==> src/rtl/core/pip_pkg.sv <==
`timescale 1ns / 1ps
// Shared types and constants for the point-in-polygon tester.
// Used by the channel interfaces, the vertex cell, the edge unit and the top level.
package pip_pkg;

   localparam int MaxVertices = 64;
   localparam int CoordBits   = 16;
   localparam int CountBits   = $clog2(MaxVertices + 1);
   localparam int ProdBits    = 2 * CoordBits + 2;

   typedef enum logic [1:0] {
      ACT_ADD    = 2'd0,
      ACT_DELETE = 2'd1,
      ACT_QUERY  = 2'd2
   } action_type;

   typedef enum logic [1:0] {
      OUT_DONE      = 2'd0,
      OUT_DUPLICATE = 2'd1,
      OUT_NOT_FOUND = 2'd2,
      OUT_FULL      = 2'd3
   } outcome_type;

   typedef enum logic [1:0] {
      ST_IDLE,
      ST_WALK,
      ST_FINISH
   } state_type;

   // What a vertex cell loads at the next clock edge.
   typedef enum logic [1:0] {
      SEL_HOLD,
      SEL_NEXT,
      SEL_HEAD,
      SEL_NEW
   } cell_sel_type;

   typedef struct packed {
      logic signed [CoordBits-1:0] x;
      logic signed [CoordBits-1:0] y;
   } vertex_type;

   // Per-edge verdict from the edge unit.
   typedef struct packed {
      logic hit;      // edge straddles the point's y
      logic on_line;  // point lies exactly on the edge
      logic left;     // crossing lies right of the point
   } edge_result_type;

endpackage

==> src/rtl/core/pip_cell.sv <==
`timescale 1ns / 1ps
// One vertex cell of the rotating vertex chain.
// Depends on pip_pkg for the vertex and select types.
module pip_cell (
   input  logic                  clock,
   input  pip_pkg::cell_sel_type ctl,
   input  pip_pkg::vertex_type   nxt,
   input  pip_pkg::vertex_type   head,
   input  pip_pkg::vertex_type   wr,
   output pip_pkg::vertex_type   q
);
   import pip_pkg::*;

   vertex_type vtx_ff;
   vertex_type vtx_in;

   // Load from the neighbor, the chain head (wrap), a new vertex, or hold.
   always_comb begin
      case (ctl)
         SEL_NEXT: vtx_in = nxt;
         SEL_HEAD: vtx_in = head;
         SEL_NEW:  vtx_in = wr;
         default:  vtx_in = vtx_ff;
      endcase
   end

   always_ff @(posedge clock) begin
      vtx_ff <= vtx_in;
   end

   assign q = vtx_ff;
endmodule

==> config.mk <==
export PLATFORM = sky130hd
export DESIGN_NAME = pip_cell
export DESIGN_NICKNAME = d
export VERILOG_FILES = /design/src/rtl/core/pip_pkg.sv /design/src/rtl/core/pip_cell.sv
export SDC_FILE = /design/constraint.sdc
export NUM_CORES = 1
export LEC_CHECK = 0
export ABC_AREA = 1
export BUFFER_PORTS_ARGS = -buffer_cell sky130_fd_sc_hd__buf_2
export CAP_MARGIN = 25
export CORE_ASPECT_RATIO = 0.75
export CORE_MARGIN = 2
export CORE_UTILIZATION = 43
export CTS_BUF_LIST = sky130_fd_sc_hd__clkbuf_16
export DETAILED_ROUTE_END_ITERATION = 10
export PLACE_DENSITY_LB_ADDON = 0.25
export SETUP_SLACK_MARGIN = 0.3
export SLEW_MARGIN = 20
export SYNTH_ARGS = -nofsm -noshare
export SYNTH_HDL_FRONTEND = slang
export SYNTH_SLANG_ARGS = --single-unit
==> constraint.sdc <==
create_clock -name clock -period 3.8 [get_ports clock]
set_clock_uncertainty 0.1 [all_clocks]
set_input_delay 0 -clock clock [delete_from_list [all_inputs] [get_ports clock]]
set_output_delay 0 -clock clock [all_outputs]
set_load 0.005 [all_outputs]
Word-level counts from Yosys, hierarchy flattened
Index checks and enable logic that the tools add are counted.

storage, ports and cells
  register bits after elaboration = 32
  bits of input ports = 99

cells by class
  eq/ne operators = 3
  muxes and demuxes = 1
  reduce and logical (&&, ||, !) cells = 1

operators by type and width
  operator                                                               count
  32-bit case mux with 3 select lines                                    1
  2-bit equality test, second input constant                             2
  3-bit nonzero test                                                     1
  2-bit by 1-bit equality test with 1-bit output, second input constant  1

Longest topological paths before layout
  word-level depth = 2
  depth in mapped cells = 5
  gate-level depth less buffers = 3

Worst setup path before layout
Ideal clock, no wire load.

  path type = input-to-reg
  start = input ctl[0]
  end = register vtx_ff (netlist bit q[0]), enable pin
  arrival time = 995 ps
  required time = 3311 ps
  slack = 2316 ps
  stages = 4
  path buffers = 2
  cell sequence = buf_4 > inv_4 > buf_6 > nand2_1

on the way
  cells in the longest elaborated chain, start to end = 2
  elaborated cells on any way between the ends = 4
  classes of those cells = 3 x eq/ne; 1 x reduce/logical

ends and longest elaborated chain
  element                                                                                RTL line        source
  from (decl)                                                                            pip_cell.sv:6   input pip_pkg::cell_sel_type ctl,
  2-bit equality test or 2-bit by 1-bit equality test with 1-bit output (tied branches)  pip_cell.sv:19  case (ctl)
  3-bit nonzero test (no line) *                                                         n/a
  to (signal assigned)                                                                   pip_cell.sv:28  vtx_ff <= vtx_in;
  to (decl)                                                                              pip_cell.sv:14  vertex_type vtx_ff;

Every way passes the cells marked *; elsewhere a longest branch is shown, timed or not.
A chain may end at the register's enable or synchronous reset.

Final worst setup path
  start = input ctl[0]
  end = register vtx_ff (netlist bit q[9]), enable pin

Same word-level chain as after synthesis.

==> impl_metrics.py <==
metrics = {
    "synth": {
        "synth_area_um2": 1710,
        "yosys.area_share.adder": 0,
        "syn_nets": 279,
        "synth_seq_area_share": 0.561,
        "synth_seq_cells": 32,
        "synth_top_family_by_area": "simple AND/OR/NAND/NOR gates",
        "synth.avg_cell_area_um2": 9.52,
        "muxShareOfSynthArea": 0,
        "yosysWarningCount": 0,
        "synth-simple-area-share": 0.353,
        "syn_inst": 180,
        "synth_cell_type_count": 8,
        "yosys.area_share.xor_xnor": 0,
        "synth_compound_area_frac": 0,
    },
    "finish": {
        "diodes": 0,
        "mostFrequentLayoutCells": "buf_2, nand3_1, dlygate4sd3_1",
        "drive_gt1_frac": 0.378,
        "area_growth_pct": 80.4,
        "layout_commonest_cell": "buf_2",
        "largest_reg_flops": 32,
        "nets": 466,
    },
    "outcome": {
        "outcome": "finished clean",
    },
    "floorplan": {
        "row_count": 19,
        "initial_utilization": 0.459,
        "die_area_um2": 4510,
        "dieHeight_um": 58.7,
        "core_um2": 3730,
        "pin_count": 131,
        "die_w_um": 76.9,
    },
    "worst_hold_path": {
        "hold_path_class": "primary input to flip-flop",
        "min_to": "q[14]",
        "holdPathStages": 4,
        "min-delay-start": "wr[14]",
    },
    "worst_setup_path": {
        "critPathLaunchType": "primary input",
        "cp-end-kind": "flip-flop",
        "cp.arrival_ns": 1.81,
        "cp.required_ns": 3.66,
        "worstPathMaxFanout": 33,
        "crit_type": "primary input to flip-flop",
    },
    "cts": {
        "cts.path.max_buffers": 2,
        "h-tree-depth": 2,
        "cts-root-buf": "clkbuf_16",
        "clkTransAtPathRegs_ns": 0.05,
        "clock_sinks": 32,
        "post_cts_buffers": 0,
        "cts_buffers": 5,
        "cts_tree": "done",
    },
    "route": {
        "ant_nets": 0,
        "post_drt_via_cell_ratio": 5.13,
        "wire_per_inst_um": 15.1,
        "wl_um": 6330,
        "drt_iter0_drc": 188,
        "vias": 2154,
        "first_pass_iters": 5,
        "drc": 0,
    },
    "timing": {
        "hold_viol": 0,
        "setup_viol_count_final": 0,
        "rsz0062_at_grt": "false",
        "whs_ns": 0.468,
        "setup_tns_ns": 0,
        "slew_headroom": 0.552,
        "drv_slew": 0,
        "fmax_mhz": 512,
        "period_share": 0.514,
        "fin_crit_ns": 1.95,
        "tightest_slew_ns": 0.672,
    },
    "job": {
        "cap_viol_max_count": 0,
    },
    "grt": {
        "grt.overflow.total": 0,
        "grt_usage": 0.290,
        "grt_pass1_wl_um": 10000,
        "antenna_found_initial": 0,
        "grt_max_degree": 65,
        "grt_pass1_vias": 2179,
    },
    "power_and_ir_drop": {
        "power_leakage_nw": 1.50,
        "powerDensity_nw_per_um2": 346,
        "max-vdd-ir-drop_mv": 0.242,
    },
    "placement": {
        "place_congestion": 0.732,
        "hpwlAfterDp_um": 3300,
        "io_buffers": 130,
    },
}
-- what timing repair did --
action	CTS	global route
resized for setup	0	0
hold endpoints to repair	32	0
hold buffers	64	0
-- layer usage --
layer	vias to the layer above	global-route usage	routed length, um
met2	120	0.556	3440
met1	998	0.317	2280
met5	-	0	0
met4	0	0.0935	89
li1	1025	-	-
met3	11	0.0782	517
-- power by group --
group | total, W | switching, W | internal, W
clock network | 0.000367 | 0.000132 | 0.000235
registers | 0.000452 | 0.0000122 | 0.000439
logic | 0.000250 | 0.000106 | 0.000143
total | 0.00107 | 0.000251 | 0.000817
-- worst max path at each step --
| stage | startpoint | end | slack [ns] |
|---|---|---|---|
| 2_1_floorplan | ctl[0] | q[0] | 2.32 |
| 3_3_place_gp | ctl[0] | q[7] | 1.69 |
| 3_5_place_dp | ctl[0] | q[10] | 1.61 |
| 4_1_cts | ctl[0] | q[9] | 1.89 |
| 5_1_grt | ctl[0] | q[9] | 1.69 |
| 6_report | ctl[0] | q[9] | 1.85 |
-- area by class of cell --
| cell class | instances | area [um^2] |
|---|---|---|
| clock inverter | 3 | 11.3 |
| inverter | 2 | 10.0 |
| multi-input combinational | 129 | 604 |
| clock buffer | 5 | 125 |
| fill | 236 | 642 |
| timing repair buffer | 197 | 1310 |
| sequential | 32 | 961 |
| tap | 52 | 65.1 |
-- per-stage QoR --
stage / setup WS (ns) / instances / area [um^2] / utilization / total power, W
floorplan: 2.32 / 180 / 1710 / - / 0.000533
global placement: 1.69 / 348 / 2310 / 0.620 / 0.000625
detailed placement: 1.61 / 348 / 2310 / 0.620 / 0.000629
CTS: 1.89 / 420 / 3090 / 0.828 / 0.00106
global route: 1.69 / 420 / 3090 / 0.828 / 0.00111
finish: 1.85 / 420 / 3090 / 0.828 / 0.00107
-- cell families after synthesis --
family | count (synthesis)
AND/OR/NAND/NOR | 129
buffers and inverters | 19
flip-flops | 32
-- critical path, stage by stage --
cell and delay [ns]:
buf_2 0.52, inv_4 0.29, nand2_1 0.59, buf_4 0.37
-- cells in the mapped netlist --
cell	number	area (um^2)
buf_2	5	25.0
buf_6	6	67.6
inv_4	1	6.26
inv_1	1	3.75
edfxtp_1	32	961
buf_4	6	45.0
nand3_1	96	480
nand2_1	33	124
No activity file was read; power rests on OpenSTA's default activity.
