--- config.mk ---
export PLATFORM = sky130hd
export DESIGN_NAME = pip_edge_unit
export DESIGN_NICKNAME = d
export VERILOG_FILES = /design/src/rtl/core/pip_pkg.sv /design/src/rtl/core/pip_edge_unit.sv
export SDC_FILE = /design/constraint.sdc
export NUM_CORES = 2
export LEC_CHECK = 0
export ABC_AREA = 1
export BUFFER_PORTS_ARGS = -buffer_cell sky130_fd_sc_hd__buf_4
export CAP_MARGIN = 20
export CORE_AREA = 5 5 213 257
export CTS_BUF_LIST = sky130_fd_sc_hd__clkbuf_8 sky130_fd_sc_hd__clkbuf_16
export CTS_CLUSTER_DIAMETER = 40
export CTS_CLUSTER_SIZE = 8
export DETAILED_ROUTE_END_ITERATION = 12
export DIE_AREA = 0 0 218 262
export PLACE_DENSITY = 0.73
export SLEW_MARGIN = 30
export SYNTH_ARGS = -nofsm -noshare
export SYNTH_HDL_FRONTEND = slang
export SYNTH_SLANG_ARGS = --single-unit
export TNS_END_PERCENT = 30
--- constraint.sdc ---
create_clock -name clock -period 15.7 [get_ports clock]
set_clock_uncertainty 0.15 [all_clocks]
set_input_delay 2.355 -clock clock [delete_from_list [all_inputs] [get_ports clock]]
set_output_delay 2.355 -clock clock [all_outputs]
set_load 0.005 [all_outputs]
--- src/rtl/core/pip_pkg.sv ---
`timescale 1ns / 1ps
// Shared types and constants for the point-in-polygon tester.
// Used by the channel interfaces, the vertex cell, the edge unit and the top level.
package pip_pkg;

   localparam int MaxVertices = 64;
   localparam int CoordBits   = 16;
   localparam int CountBits   = $clog2(MaxVertices + 1);
   localparam int ProdBits    = 2 * CoordBits + 2;

   typedef enum logic [1:0] {
      ACT_ADD    = 2'd0,
      ACT_DELETE = 2'd1,
      ACT_QUERY  = 2'd2
   } action_type;

   typedef enum logic [1:0] {
      OUT_DONE      = 2'd0,
      OUT_DUPLICATE = 2'd1,
      OUT_NOT_FOUND = 2'd2,
      OUT_FULL      = 2'd3
   } outcome_type;

   typedef enum logic [1:0] {
      ST_IDLE,
      ST_WALK,
      ST_FINISH
   } state_type;

   // What a vertex cell loads at the next clock edge.
   typedef enum logic [1:0] {
      SEL_HOLD,
      SEL_NEXT,
      SEL_HEAD,
      SEL_NEW
   } cell_sel_type;

   typedef struct packed {
      logic signed [CoordBits-1:0] x;
      logic signed [CoordBits-1:0] y;
   } vertex_type;

   // Per-edge verdict from the edge unit.
   typedef struct packed {
      logic hit;      // edge straddles the point's y
      logic on_line;  // point lies exactly on the edge
      logic left;     // crossing lies right of the point
   } edge_result_type;

endpackage

--- src/rtl/core/pip_edge_unit.sv ---
`timescale 1ns / 1ps
// Two-stage edge test: straddle check and exact cross-multiplied crossing compare.
// Depends on pip_pkg for the vertex and edge result types.
module pip_edge_unit (
   input  logic                     clock,
   input  logic                     reset,
   input  logic                     vld,
   input  pip_pkg::vertex_type      pt,
   input  pip_pkg::vertex_type      v1,
   input  pip_pkg::vertex_type      v2,
   output pip_pkg::edge_result_type res
);
   import pip_pkg::*;

   logic signed [CoordBits:0]   dx1, dy1, dxe, dye;
   logic signed [ProdBits-1:0]  lhs_in, rhs_in, lhs_ff, rhs_ff;
   logic                        straddle_in, straddle_ff, dneg_ff, vld_ff;

   // Stage one: differences, straddle test and both products.
   always_comb begin
      dx1         = $signed({pt.x[CoordBits-1], pt.x}) - $signed({v1.x[CoordBits-1], v1.x});
      dy1         = $signed({pt.y[CoordBits-1], pt.y}) - $signed({v1.y[CoordBits-1], v1.y});
      dxe         = $signed({v2.x[CoordBits-1], v2.x}) - $signed({v1.x[CoordBits-1], v1.x});
      dye         = $signed({v2.y[CoordBits-1], v2.y}) - $signed({v1.y[CoordBits-1], v1.y});
      straddle_in = (v1.y > pt.y) != (v2.y > pt.y);
      lhs_in      = dx1 * dye;
      rhs_in      = dy1 * dxe;
   end

   always_ff @(posedge clock) begin
      if (reset) begin
         vld_ff <= 1'b0;
      end else begin
         vld_ff <= vld;
      end
      straddle_ff <= straddle_in;
      dneg_ff     <= dye[CoordBits];
      lhs_ff      <= lhs_in;
      rhs_ff      <= rhs_in;
   end

   // Stage two: the compare flips sense when the edge runs downward.
   always_comb begin
      res.hit     = vld_ff && straddle_ff;
      res.on_line = lhs_ff == rhs_ff;
      res.left    = dneg_ff ? (lhs_ff > rhs_ff) : (lhs_ff < rhs_ff);
   end
endmodule

Word-level counts from Yosys, hierarchy flattened:

Cells that the tools add are included.

* register bits after elaboration: 71
* input bits: 99
* output and inout port bits: 3
* logic and storage cells: 19

* add/subtract/negate cells: 4
* $mul: 2
* order comparisons: 4
* equality and inequality tests: 2
* muxes and demuxes: 1
* reductions and logical operators: 1

Operators by type and width (number)
* $mul A17 B17 Y34: 2
* $sub A16 B16 Y17: 4
* $eq A34 B34 Y1: 1
* $gt A34 B34 Y1: 1
* $lt A34 B34 Y1: 1
* $gt A16 B16 Y1: 2
* $logic_and A1 B1 Y1: 1
* $mux W1: 1
* $ne A1 B1 Y1: 1

Depth between registers and ports, before layout:

* depth after elaboration: 2
* depth in mapped cells: 38
* gate-level depth less buffers: 37

Least setup slack after synthesis:

Ideal clock, no wire load.

* path kind: input port to flip-flop
* start: input port v2[0] in the netlist's numbering
* end: register lhs_ff[31]
* library setup time: 0.112 ns
* arrival: 8.503 ns
* data required time: 15.438 ns
* path slack: 6.935 ns
* stages on the path: 22
* path buffers: 0
* path through: inv_1 > ha_1 > fa_1 > xnor2_1 > clkinv_1 > nor2_1 > fa_1 > fa_1 > inv_1 > fa_1 > fa_1 > inv_1 > fa_1 > fa_1 > ha_1 > nand2_1 > nor2_1 > a211o_1 > a21oi_1 > nand2_1 > nand2_1 > nand2_1

* cells in the longest elaborated chain, start to end: 2

Ends and longest elaborated chain
* start, declared: RTL line pip_edge_unit.sv:10 `input pip_pkg::vertex_type v2,`
* $sub A16 B16 Y17: RTL line pip_edge_unit.sv:24 `dye = $signed({v2.y[CoordBits-1], v2.y}) - $signed({v1.y[CoordBits-1], v1.y});`
* $mul A17 B17 Y34: RTL line pip_edge_unit.sv:26 `lhs_in = dx1 * dye;`
* via lhs_in[31]: RTL line pip_edge_unit.sv:16 `logic signed [ProdBits-1:0] lhs_in, rhs_in, lhs_ff, rhs_ff;`
* end signal, assigned: RTL line pip_edge_unit.sv:38 `lhs_ff <= lhs_in;`
* end, declared: RTL line pip_edge_unit.sv:16

The timed path passes the listed nets, and every way through them passes these cells.
A chain may end at the register's enable or synchronous reset.

Worst setup path in the final report:

* start: input port pt[0] in the netlist's numbering
* end: register rhs_ff[24]

* cells in the longest elaborated chain, start to end: 2

Ends and longest elaborated chain
* start, declared: RTL line pip_edge_unit.sv:8 `input pip_pkg::vertex_type pt,`
* $sub A16 B16 Y17: RTL line pip_edge_unit.sv:22 `dy1 = $signed({pt.y[CoordBits-1], pt.y}) - $signed({v1.y[CoordBits-1], v1.y});`
* $mul A17 B17 Y34: RTL line pip_edge_unit.sv:27 `rhs_in = dy1 * dxe;`
* via rhs_in[24]: RTL line pip_edge_unit.sv:16
* end signal, assigned: RTL line pip_edge_unit.sv:39 `rhs_ff <= rhs_in;`
* end, declared: RTL line pip_edge_unit.sv:16

The timed path passes the listed nets, and every way through them passes these cells.

==> results.yml <==
status:
  status: "completed"
setup_path:
  cp-end-kind: "flip-flop"
  max_stage_delay_ns: 0.82
  critPathRequiredTime_ns: 15.77
  cp_max_fo: 6
  cp_slowest_cell: "xor2_1"
  worstPathArrival_ns: 9.80
  critPathKind: "in -> reg"
  critPathLaunchType: "input port"
timing:
  final-hold-violation-count: 0
  relSlewSlack_pct: 32.05
  max_freq_ghz: 0.1029
  tns_ns: 0
  period_share_pct: 61.92
  min_period_ns: 9.722
  tightestPinTransition_ns: 1.016
  setup_viol: 0
  rsz0062_at_grt: "false"
  drv_slew: 0
min_path:
  hp-class: "in -> reg"
  hold_path_depth: 2
global_routing:
  grt_use_total_pct: 30.53
  grt.overflow.total: 0
  antenna_found_initial: 4
  grt_pass1_wl_mm: 135.0
  grt_pass1_vias: 25599
  grt_max_degree: 18
route:
  vias: 23759
  via_per_inst: 5.390
  drt_first_pass_iters: 6
  drtAntennaViolNets: 0
  routed_wl_mm: 84.44
  drt_first_iter_violations: 1669
  wire_per_inst_um: 19.16
  drc: 0
synthesis:
  avgSynthCellArea_sq_um: 7.945
  synth_fp_nets: 4594
  syn-instance-count: 3614
  synth_warnings: 0
  yosysUniqueCellTypes: 55
  yosysTopAreaCell: "fa_1"
  yosysSeqAreaShare_pct: 4.950
  syn_area_sq_um: 28710
  yosys-top-cells-area: "fa_1 42%, ha_1 12%, inv_1 12%"
  ys_ff_latch: 71
  synth_top_area_share_pct: 41.55
layout:
  final_nets: 4676
  final-seq-area_sq_um: 1421
  drive_gt1_share_pct: 6.595
  syn_to_final_growth_pct: 6.283
  final_cell_mix: "891 x inv_1, 711 x nand2_1, 596 x fa_1, 388 x nor2_1, 285 x ha_1"
  fillers: 4878
  multi_input_area_sq_um: 23540
  final_common_cell: "inv_1"
cts:
  cts_max_path_buffers: 2
  cts_resized: 0
  cts_tree: "built"
  clock-root-buffer: "clkbuf_16"
  tritoncts.num_buffers: 9
  post-cts-setup-buffers: 0
  htree_levels: 3
  hold_buffers: 0
  clk_pin_slew_ns: 0.08
  clock_sinks: 71
job:
  maxCapViolCount: 0
die:
  fp.dieW_um: 218
  die_h_um: 262
  dieArea_sq_um: 57120
  core_sq_um: 52030
  io_pins: 102
  initial_utilization_pct: 55.19
  rows: 92
placement:
  post-dp-hpwl_mm: 73.12
  io_buffers: 101
  gp_congestion: 1.038
## flip-flops by register name (all words and copies together) (netlist names)
| register | count |
|---|---|
| lhs_ff | 34 |
| straddle_ff | 1 |
| dneg_ff | 1 |
| rhs_ff | 34 |
| vld_ff | 1 |
## Yosys cell counts, drive strengths merged
library cell,n
a21boi,5
o21bai,13
nor4,4
nor3,16
a21o,19
o21ai,70
a211o,1
fa,596
o31ai,3
clkinv,7
nand2,728
buf,44
nand2b,1
clkbuf,9
a31oi,4
xor2,72
a21oi,155
inv,910
nand4,21
nand3b,8
dfxtp,71
nor3b,1
xnor2,30
o211ai,9
a211oi,1
ha,285
nor2,413
and2,1
or2,8
nand3,106
and3,1
o21a,2
## per-stage QoR
stage,utilization (%),cells,instance area (sq um),hold WS [ns],worst slack [ns]
after CTS,58.62,4405,30500,1.987,6.099
after floorplan,-,3614,28710,2.276,6.935
after global routing,58.65,4408,30520,2.004,5.661
final,58.65,4408,30520,1.992,5.978
after global placement,58.03,4390,30200,2.362,5.727
after detailed placement,58.05,4390,30200,2.364,5.754
## logic make-up after synthesis
family                     after synthesis  synth area share (%)
AOI/OAI and AO/OA                      282                 5.656
xor gates and xnor gates               102                 3.673
adders and majority gates              881                 53.97
buffers and inverters                  970                 13.15
DFF                                     71                 4.950
and+or+nand+nor                       1308                 18.60
## critical path: cells and delay by family
family,cells,cell delay [ns]
xor+xnor,2,1.12
fa+ha+maj,9,4.11
simple gates,9,1.33
compound gates,2,0.33
buf+inv,8,0.54
## worst paths after layout
| path | end | startpoint |
|---|---|---|
| hold / removal | vld_ff | reset |
| setup / recovery | rhs_ff[24] | pt[0] |
## cell type report
class,instances,area share [%]
Multi-Input combinational cell,2573,77.12
Sequential cell,71,4.657
Timing Repair Buffer,124,3.050
Inverter,917,11.29
Tap cell,705,2.890
Antenna cell,3,0.02460
Clock buffer,10,0.7831
Clock inverter,5,0.1886
## metal layers
layer,vias up,wire [um],track usage (%)
li1,10852,-,-
met1,11662,31040,35.50
met2,925,42600,55.00
met3,320,4772,3.318
met4,0,6035,17.22
met5,-,0,0
Power is not shown: default switching activity piles up to over one toggle a cycle in this logic, so the estimate is an artifact.
